**src/rtl/spq_pkg.sv**
```systemverilog
// Shared types and constants for the sorted priority queue.
// Holds the request, result and stored-entry structs, the command and status
// codes and the sequencer states. Depends on nothing.
`default_nettype none

package spq_pkg;

  localparam int DATA_W              = 32;
  localparam int PRIO_W              = 16;
  localparam int COUNT_OUT_W         = 4;
  localparam int QUEUE_DEPTH_DEFAULT = 8;

  localparam logic signed [DATA_W-1:0] EMPTY_DATA = -32'sd1;
  localparam logic signed [DATA_W-1:0] ENQ_DATA   = 32'sd0;

  typedef enum logic {
    CMD_ENQ = 1'b0,
    CMD_DEQ = 1'b1
  } cmd_t;

  typedef enum logic [1:0] {
    ST_OK    = 2'd0,
    ST_FULL  = 2'd1,
    ST_EMPTY = 2'd2
  } status_t;

  typedef struct packed {
    cmd_t                     cmd;
    logic signed [DATA_W-1:0] data_in;
    logic signed [PRIO_W-1:0] priority_in;
  } in_t;

  typedef struct packed {
    logic signed [DATA_W-1:0] data_out;
    status_t                  status;
    logic [COUNT_OUT_W-1:0]   count_out;
  } out_t;

  typedef struct packed {
    logic signed [DATA_W-1:0] data;
    logic signed [PRIO_W-1:0] prio;
  } entry_t;

  typedef enum logic [1:0] {
    S_IDLE,
    S_DEQ_READ,
    S_ENQ_CMP,
    S_ENQ_PUT
  } state_t;

endpackage

`default_nettype wire

```
**src/rtl/sorted_priority_queue_unit.sv**
```systemverilog
// Top level of the sorted priority queue: entry memory, ring pointers and the
// insertion sequencer with its single priority comparator.
// Depends on spq_pkg.
`default_nettype none

// Usage
// An item is taken at a rising edge where start is high and busy is low. The
// request carries cmd (enqueue or dequeue), a data word and a signed priority.
// Every item yields exactly one result on the result port, flagged by done
// for a single cycle; the receiver cannot hold it off, so it must sample it.
// The entries live in a ring buffer memory ordered from head (highest
// priority) to tail; equal priorities leave in arrival order.
// What each kind of request does:
//   enqueue when full, dequeue when empty, enqueue into an empty queue: done
//   and the result are registered straight from idle; busy never rises, so a
//   new item may be taken while done shows.
//   dequeue: one memory read of the head entry in S_DEQ_READ, busy high.
//   enqueue: busy stays high while the walk shifts the m stored entries with
//   a lower priority than the new one, and then the new entry is written.
// The insertion walk makes one memory read, one priority compare and one
// shifted entry per cycle from the tail toward the head. Every result also
// reports the entry count after the operation.
// Reset clears the count, the ring pointers and the sequencer; the memory
// holds no reset value and needs no clearing pass.

module sorted_priority_queue_unit #(
  parameter int QUEUE_DEPTH = spq_pkg::QUEUE_DEPTH_DEFAULT
) (
  input  wire logic          clk,
  input  wire logic          rst,
  input  wire logic          start,
  input  wire spq_pkg::in_t  request,
  output logic               busy,
  output logic               done,
  output spq_pkg::out_t      result
);

  import spq_pkg::*;

  localparam int PTR_W = $clog2(QUEUE_DEPTH);
  localparam int CNT_W = $clog2(QUEUE_DEPTH + 1);

  localparam logic [PTR_W-1:0] LAST_SLOT = PTR_W'(QUEUE_DEPTH - 1);
  localparam logic [CNT_W-1:0] FULL_CNT  = CNT_W'(QUEUE_DEPTH);

  function automatic logic [PTR_W-1:0] ptr_inc(input logic [PTR_W-1:0] p);
    return (p == LAST_SLOT) ? '0 : p + 1'b1;
  endfunction

  function automatic logic [PTR_W-1:0] ptr_dec(input logic [PTR_W-1:0] p);
    return (p == '0) ? LAST_SLOT : p - 1'b1;
  endfunction

  state_t           state, state_next;
  logic [PTR_W-1:0] head, head_next;
  logic [PTR_W-1:0] tail, tail_next;
  logic [CNT_W-1:0] count, count_next;
  logic [PTR_W-1:0] wr_ptr, wr_ptr_next;
  logic [PTR_W-1:0] left, left_next;
  entry_t           pend, pend_next;
  logic             done_next;
  out_t             result_next;

  entry_t           mem [QUEUE_DEPTH];
  entry_t           rd_q;
  logic [PTR_W-1:0] raddr;
  logic             we;
  logic [PTR_W-1:0] waddr;
  entry_t           wdata;
  entry_t           new_entry;
  logic             shift_down;

  assign busy = (state != S_IDLE);

  always_ff @(posedge clk) begin
    if (we) begin
      mem[waddr] <= wdata;
    end
    rd_q <= mem[raddr];
  end

  assign new_entry  = '{data: request.data_in, prio: request.priority_in};
  // The single comparator: does the stored entry rank below the new one?
  assign shift_down = ($signed(rd_q.prio) < $signed(pend.prio));

  always_comb begin
    state_next  = state;
    head_next   = head;
    tail_next   = tail;
    count_next  = count;
    wr_ptr_next = wr_ptr;
    left_next   = left;
    pend_next   = pend;
    done_next   = 1'b0;
    result_next = result;
    we          = 1'b0;
    waddr       = wr_ptr;
    wdata       = pend;
    raddr       = ptr_dec(wr_ptr);

    case (state)
      S_IDLE: begin
        if (start) begin
          if (request.cmd == CMD_DEQ) begin
            if (count == '0) begin
              done_next   = 1'b1;
              result_next = '{data_out: EMPTY_DATA, status: ST_EMPTY,
                              count_out: COUNT_OUT_W'(count)};
            end else begin
              raddr      = head;
              state_next = S_DEQ_READ;
            end
          end else begin
            if (count == FULL_CNT) begin
              done_next   = 1'b1;
              result_next = '{data_out: ENQ_DATA, status: ST_FULL,
                              count_out: COUNT_OUT_W'(count)};
            end else if (count == '0) begin
              we          = 1'b1;
              waddr       = tail;
              wdata       = new_entry;
              tail_next   = ptr_inc(tail);
              count_next  = count + 1'b1;
              done_next   = 1'b1;
              result_next = '{data_out: ENQ_DATA, status: ST_OK,
                              count_out: COUNT_OUT_W'(count_next)};
            end else begin
              pend_next   = new_entry;
              wr_ptr_next = tail;
              left_next   = PTR_W'(count);
              raddr       = ptr_dec(tail);
              state_next  = S_ENQ_CMP;
            end
          end
        end
      end

      S_DEQ_READ: begin
        head_next   = ptr_inc(head);
        count_next  = count - 1'b1;
        done_next   = 1'b1;
        result_next = '{data_out: rd_q.data, status: ST_OK,
                        count_out: COUNT_OUT_W'(count_next)};
        state_next  = S_IDLE;
      end

      S_ENQ_CMP: begin
        if (shift_down) begin
          // Move the lower-ranked entry one slot toward the tail.
          we          = 1'b1;
          waddr       = wr_ptr;
          wdata       = rd_q;
          wr_ptr_next = ptr_dec(wr_ptr);
          left_next   = left - 1'b1;
          raddr       = ptr_dec(ptr_dec(wr_ptr));
          if (left == PTR_W'(1)) begin
            state_next = S_ENQ_PUT;
          end
        end else begin
          we          = 1'b1;
          tail_next   = ptr_inc(tail);
          count_next  = count + 1'b1;
          done_next   = 1'b1;
          result_next = '{data_out: ENQ_DATA, status: ST_OK,
                          count_out: COUNT_OUT_W'(count_next)};
          state_next  = S_IDLE;
        end
      end

      S_ENQ_PUT: begin
        we          = 1'b1;
        tail_next   = ptr_inc(tail);
        count_next  = count + 1'b1;
        done_next   = 1'b1;
        result_next = '{data_out: ENQ_DATA, status: ST_OK,
                        count_out: COUNT_OUT_W'(count_next)};
        state_next  = S_IDLE;
      end

      default: begin
        state_next = S_IDLE;
      end
    endcase
  end

  always_ff @(posedge clk) begin
    if (rst) begin
      state <= S_IDLE;
      head  <= '0;
      tail  <= '0;
      count <= '0;
      done  <= 1'b0;
    end else begin
      state <= state_next;
      head  <= head_next;
      tail  <= tail_next;
      count <= count_next;
      done  <= done_next;
    end
  end

  always_ff @(posedge clk) begin
    wr_ptr <= wr_ptr_next;
    left   <= left_next;
    pend   <= pend_next;
    result <= result_next;
  end

  a_count_bound: assert property (@(posedge clk) disable iff (rst)
    count <= FULL_CNT)
    else $error("entry count exceeds the queue depth");

  a_full_only_when_full: assert property (@(posedge clk) disable iff (rst)
    done && result.status == ST_FULL |-> count == FULL_CNT)
    else $error("full status reported while space remains");

  a_walk_has_entries: assert property (@(posedge clk) disable iff (rst)
    state == S_ENQ_CMP |-> left != '0)
    else $error("insertion walk ran past the head");

  a_deq_reads: assert property (@(posedge clk) disable iff (rst)
    start && !busy && request.cmd == CMD_DEQ && count != '0
    |=> state == S_DEQ_READ)
    else $error("dequeue on a non-empty queue did not read the head");

  a_one_result: assert property (@(posedge clk) disable iff (rst)
    state == S_DEQ_READ |=> done && state == S_IDLE)
    else $error("dequeue read did not deliver its item");

endmodule

`default_nettype wire
```
**config.mk**
```make
export PLATFORM = sky130hd
export DESIGN_NAME = sorted_priority_queue_unit
export DESIGN_NICKNAME = d
export VERILOG_FILES = /design/src/rtl/spq_pkg.sv /design/src/rtl/sorted_priority_queue_unit.sv
export SDC_FILE = /design/constraint.sdc
export NUM_CORES = 1
export LEC_CHECK = 0
export ABC_AREA = 1
export BUFFER_PORTS_ARGS = -buffer_cell sky130_fd_sc_hd__buf_2
export CORE_ASPECT_RATIO = 1.4
export CORE_MARGIN = 2
export CORE_UTILIZATION = 58
export CTS_BUF_LIST = sky130_fd_sc_hd__clkbuf_8
export CTS_CLUSTER_SIZE = 40
export DETAILED_ROUTE_END_ITERATION = 12
export GPL_ROUTABILITY_DRIVEN = 0
export HOLD_SLACK_MARGIN = 0.1
export PLACE_DENSITY = 0.74
export SKIP_LAST_GASP = 1
export SLEW_MARGIN = 20
export SYNTH_ARGS = -nofsm -noshare
export SYNTH_HDL_FRONTEND = slang
export SYNTH_SLANG_ARGS = --single-unit
```
**constraint.sdc**
```tcl
create_clock -name clk -period 4.8 [get_ports clk]
set_input_delay 0.72 -clock clk [delete_from_list [all_inputs] [get_ports clk]]
set_output_delay 0.72 -clock clk [all_outputs]
set_load 0.01 [all_outputs]
```
Yosys cells after proc, flatten, opt, wreduce, memory -nomap -nowiden

Memory sizes are Yosys's and may differ from the RTL's. A register that Yosys moved wholly into a read port is not among the register bits.
Cells that the tools add are included.

Flip-flop bits (word level): 105
Memory bits (writable): 384
Input bits: 52
Output and inout port bits: 40
Memories: 1

Memory list:

| memory | words | bits a word | read ports | clocked after memory_dff | write ports | line                             | source |
|---|---|---|---|---|---|---|---|
| mem    | 8     | 48          | 1          | 1                        | 1           | sorted_priority_queue_unit.sv:64 | `entry_t mem [QUEUE_DEPTH];` |

Add/sub/neg operators: 8
$lt $le $gt $ge: 1
Equality and inequality tests: 18
Multiplexer cells: 74
Bitwise operators: 3
Reduce and logical (&&, ||, !) cells: 16

Operators by type and width:

| cell                | count |
|---|---|
| $mux 48             | 5 |
| $mux 38             | 6 |
| $pmux 38 s4         | 1 |
| $pmux 48 s2         | 1 |
| $mux 3              | 31 |
| $mux 4              | 5 |
| $pmux 3 s2          | 3 |
| $lt 16x16->1        | 1 |
| $pmux 4 s4          | 1 |
| $mux 2              | 7 |
| $ne 2x2->1 const B  | 7 |
| $ne 3x3->1 const B  | 4 |
| $reduce_and 6->1    | 2 |
| $sub 3x1->3 const B | 4 |
| $mux 1              | 10 |
| $reduce_and 5->1    | 2 |
| $logic_not 3->1     | 3 |
| $pmux 3 s3          | 1 |
| $reduce_and 4->1    | 2 |
| $add 3x1->3 const B | 2 |
| $eq 3x3->1 const B  | 2 |
| $pmux 2 s3          | 1 |
| $add 4x1->4 const B | 1 |
| $eq 2x2->1 const B  | 2 |
| 12 further kinds    | 16 |

Depth between registers and ports, before layout

Word-level depth: 8
Depth in mapped cells: 21

Least setup slack after synthesis

OpenSTA, ideal clock, no wires.

Kind: reg2reg
Start: register state[1]
End: register pend[0] in the netlist's numbering, enable pin
Library setup time: 513 ps
Arrival: 4390 ps
Required time: 4287 ps
Slack: -103 ps
Cell stages (with the launch flop): 5
Buffers on the path: 1
Path through: dfxtp_1 -> nor2_1 -> inv_1 -> clkbuf_1 -> nor3_1

Cells in the longest elaborated chain, start to end: 2

RTL lines:

| what                       | line                              | source |
|---|---|---|
| start: declaration         | sorted_priority_queue_unit.sv:54  | `state_t state, state_next;` |
| start signal: assignment   | sorted_priority_queue_unit.sv:194 | `state <= state_next;` |
| $logic_not 2->1            | sorted_priority_queue_unit.sv:101 | `case (state)` |
| $reduce_and 5->1 (no line) | -                                 |  |
| end signal: assignment     | sorted_priority_queue_unit.sv:205 | `pend <= pend_next;` |
| end: declaration           | sorted_priority_queue_unit.sv:60  | `entry_t pend, pend_next;` |

Every way passes these cells.
A chain may end at the register's enable or synchronous reset.

Worst setup path after layout

Start: register count[0]
End: register rd_q[43] (netlist name)

Cells in the longest elaborated chain, start to end: 6
Elaborated cells on any way between the ends: 8

RTL lines:

| what                     | line                                                                 | source |
|---|---|---|
| start: declaration       | sorted_priority_queue_unit.sv:57                                     | `logic [CNT_W-1:0] count, count_next;` |
| start signal: assignment | sorted_priority_queue_unit.sv:197                                    | `count <= count_next;` |
| $logic_not 4->1          | sorted_priority_queue_unit.sv:105, sorted_priority_queue_unit.sv:118 |  |
| $mux 3                   | sorted_priority_queue_unit.sv:118                                    | `end else if (count == '0) begin` |
| $mux 3                   | sorted_priority_queue_unit.sv:114                                    | `if (count == FULL_CNT) begin` |
| $mux 3 *                 | sorted_priority_queue_unit.sv:104                                    | `if (request.cmd == CMD_DEQ) begin` |
| $mux 3 *                 | sorted_priority_queue_unit.sv:103                                    | `if (start) begin` |
| $pmux 3 s2 *             | sorted_priority_queue_unit.sv:101                                    |  |

Every way passes the cells marked *; elsewhere a longest branch is shown, timed or not.

==> implementation parameters <==
Parameter                              Value

Outcome
  Run status ... complete, no violations

Floorplan
  Die height ... between 200 and 250 um
  Die span in x ... approximately 180 um
  Die Outline Area ... around 44000 um2
  Effective utilization at floorplan ... 0.5845
  Area of the core ... between 40000 and 50000 um2
  Ports placed on the boundary ... 92
  Row cnt ... between 80 and 90

Cells and area
  Nets@finish ... about 2700
  Signed area change from the synthesized netlist to the final layout ... 11.48%
  Share of cells above drive strength 1 ... 0.1040

Worst setup path
  Critical path's slowest cell ... sky130_fd_sc_hd__nor2_4
  Slowest cell delay on critical path ... roughly 540 ps
  Top cell by count, worst path ... sky130_fd_sc_hd__nand2_1
  FF-to-FF setup slack ... 1290 ps
  CP startpoint kind ... register
  Ordered list of cells on the worst path ... inv_1 > ha_1 > inv_1 > nor2_4 > nand2_2 > nand2_2 > inv_2 > o211ai_1 > o21ai_1 > a22oi_2 > nand2_1 > nor2_4 > buf_12 > nand3_1 > nand2_1 > nand2_1 > nand2_1
  Worst Path Max Fanout ... 76
  Crit path capture type ... register
  Crit path arrival time ... ~4100 ps
  Path depth of the worst reg2reg path ... 17
  Startpoint-to-endpoint class of the critical path ... register to register
  Required time of the critical path ... 5380 ps

Detailed routing
  Vias after detailed routing ... between 15000 and 20000
  First-pass iteration count of the detailed router ... 5
  Post-detailed-routing wire length ... roughly 63 mm
  Routed wire per std cell ... 19.42 um
  Post-DRT Antenna Nets ... 0
  Detailed Route Iter0 Violations ... 1823
  Detailed-route DRC error count ... 0
  Per-cell via count in the routed design ... approximately 5.6

STA
  Slew Viols, Final ... 0
  Summed negative setup slack over all endpoints ... 0 ps
  # setup viols final ... 0
  Max Clk Rate ... 0.2847 GHz
  Final Critical Period ... around 3500 ps
  RSZ-0062 raised after global routing ... no
  Transition time at the pin with the least slew margin ... ~1100 ps
  Headroom to the max-slew limit ... 0.2849
  Hold violation count in the final report ... 0
  Skew final ... 35.83 ps
  Final period util ... 0.7317

GRT
  Aggregate global routing overflow ... 0
  Initial antenna violation count ... 3
  Largest net degree at the start of global routing ... 141
  GRT Util Overall ... 0.2947
  Number of global-route vias before repair ... between 15000 and 20000
  First-pass GRT wire length ... 97.43 mm

Clock tree
  CTS H-Tree Depth ... 3
  Clock buffers created by TritonCTS ... 82
  Clock edge transition at the registers on the reported setup and hold paths ... about 70 ps
  CTS tree ... yes
  Clk_lat worst skew ... 670 ps
  Clock sinks ... around 540
  Post-CTS Hold Fix Bufs ... 0
  Post-CTS resize count ... 0
  Buffer cell driving the clock tree root ... sky130_fd_sc_hd__clkbuf_8
  Buffers inserted by post-CTS timing repair ... 0
  Number of buffers on the longest clock path ... 3

Synthesis
  Post-synthesis instance total ... 2563
  Mean instance size in the synthesized netlist ... 9.549 um2
  Synthesis warning total ... 0
  Area fraction of the dominant cell type after synthesis ... 0.5840
  Register bit count reported by yosys ... 537
  Net count after synthesis ... around 2600
  Mapped cell area ... approximately 24000 um2
  Number of unique standard cell types used by synthesis ... 34
  Largest cells by area after synthesis ... sky130_fd_sc_hd__edfxtp_1 58%, sky130_fd_sc_hd__nand2_1 10%, sky130_fd_sc_hd__nand3_1 8.0%
  Post-synth top area cell ... sky130_fd_sc_hd__edfxtp_1
  Register area share after synthesis ... 0.6339

Place
  Hpwl dp ... 35.79 mm
  IO Port Bufs ... slightly above 90

Hold path
  Path type of the worst min-delay path ... primary input to register
  Instance count along the most critical hold path ... 1

Run
  Max cap viols ... 0
-- metrics by stage --
stage	hold WS (ps)	setup WS [ps]	util	instance area, um2	cells
3_3_place_gp	477.0	1386	0.6113	25600	3114
6_report	238.2	1288	0.6516	27280	3269
4_1_cts	215.0	1355	0.6515	27280	3268
5_1_grt	238.6	1084	0.6516	27280	3269
3_5_place_dp	488.0	1305	0.6113	25600	3114
2_1_floorplan	455.2	340.2	-	24480	2563
-- final timing paths --
path                                  start       end
worst max-delay path               count[0]  rd_q[43]
worst min-delay path            request[37]  pend[37]
worst max register to register     count[0]  rd_q[43]
worst min register to register      head[2]   head[2]
-- layer usage --
| metal | vias to the layer above | part of all wire | global-route usage |
|---|---|---|---|
| li1 | 8526 | - | - |
| met1 | 8662 | 0.36 | 0.3501 |
| met2 | 956 | 0.49 | 0.5044 |
| met3 | 238 | 0.092 | 0.04859 |
| met4 | 2 | 0.054 | 0.1712 |
| met5 | - | 0.00020 | 0 |
-- synth_stat cells (all sizes together) --
cell type	number
o31ai	1
nand4	2
buf	79
clkbuf	54
nor2	69
a211oi	7
o21a	1
nor4	2
edfxtp	476
dfxtp	61
a22oi	2
ha	29
a21oi	23
inv	491
nand3	393
xor2	3
nand2	682
o211ai	14
a31oi	23
nand3b	1
o21ai	139
o221ai	4
o21bai	2
nor3	3
xnor2	2
-- cell usage in the layout (no fill, tap or decap), types with 11 or more instances in the layout --
cell and count:
sky130_fd_sc_hd__nand2_1 679, sky130_fd_sc_hd__inv_1 513, sky130_fd_sc_hd__edfxtp_1 476, sky130_fd_sc_hd__nand3_1 389, sky130_fd_sc_hd__o21ai_0 136, sky130_fd_sc_hd__clkbuf_8 91
sky130_fd_sc_hd__buf_2 91, sky130_fd_sc_hd__dfxtp_1 61, sky130_fd_sc_hd__nor2_1 55, sky130_fd_sc_hd__buf_4 35, sky130_fd_sc_hd__ha_1 29, sky130_fd_sc_hd__a21oi_1 23
sky130_fd_sc_hd__a31oi_1 23, sky130_fd_sc_hd__o211ai_1 14, sky130_fd_sc_hd__nor2_4 12, sky130_fd_sc_hd__buf_12 12, sky130_fd_sc_hd__clkinv_1 11
-- cell families (layout without fill, tap and decap cells) --
family,after synthesis,in the layout,synth area share
other cells,0,1,0
flops,537,537,0.6339
xor+xnor,5,5,0.001790
compound gates,216,216,0.04913
fa+ha+maj,29,29,0.01483
buf+inv,624,783,0.1013
simple gates,1152,1152,0.1990
-- sequential cells by signal, indices dropped and copies added, names as in the netlist --
signal  cells
count       4
done        1
head        3
left        3
mem       384
pend       48
rd_q       48
result     38
state       2
tail        3
wr_ptr      3
-- worst max-delay path, delay by kind of cell, from the launching register on --
| family | cells | cell delay [ps] |
|---|---|---|
| adders and majority gates | 1 | 190 |
| AOI/OAI and AO/OA | 3 | 500 |
| buffers and inverters | 4 | 750 |
| and+or+nand+nor | 9 | 1570 |
| DFF | 1 | 360 |
-- cell type report --
| type | instances | area (um2) |
|---|---|---|
| Inverter | 491 | 1843 |
| Timing Repair Buffer | 138 | 958.4 |
| Tap cell | 546 | 683.2 |
| Clock buffer | 91 | 1252 |
| Fill cell | 3322 | 14590 |
| Multi-Input combinational cell | 1402 | 6596 |
| Antenna cell | 1 | 2.502 |
| Clock inverter | 63 | 431.7 |
| Sequential cell | 537 | 15510 |
Power is not shown: default switching activity piles up to over one toggle a cycle in this logic, so the estimate is an artifact.
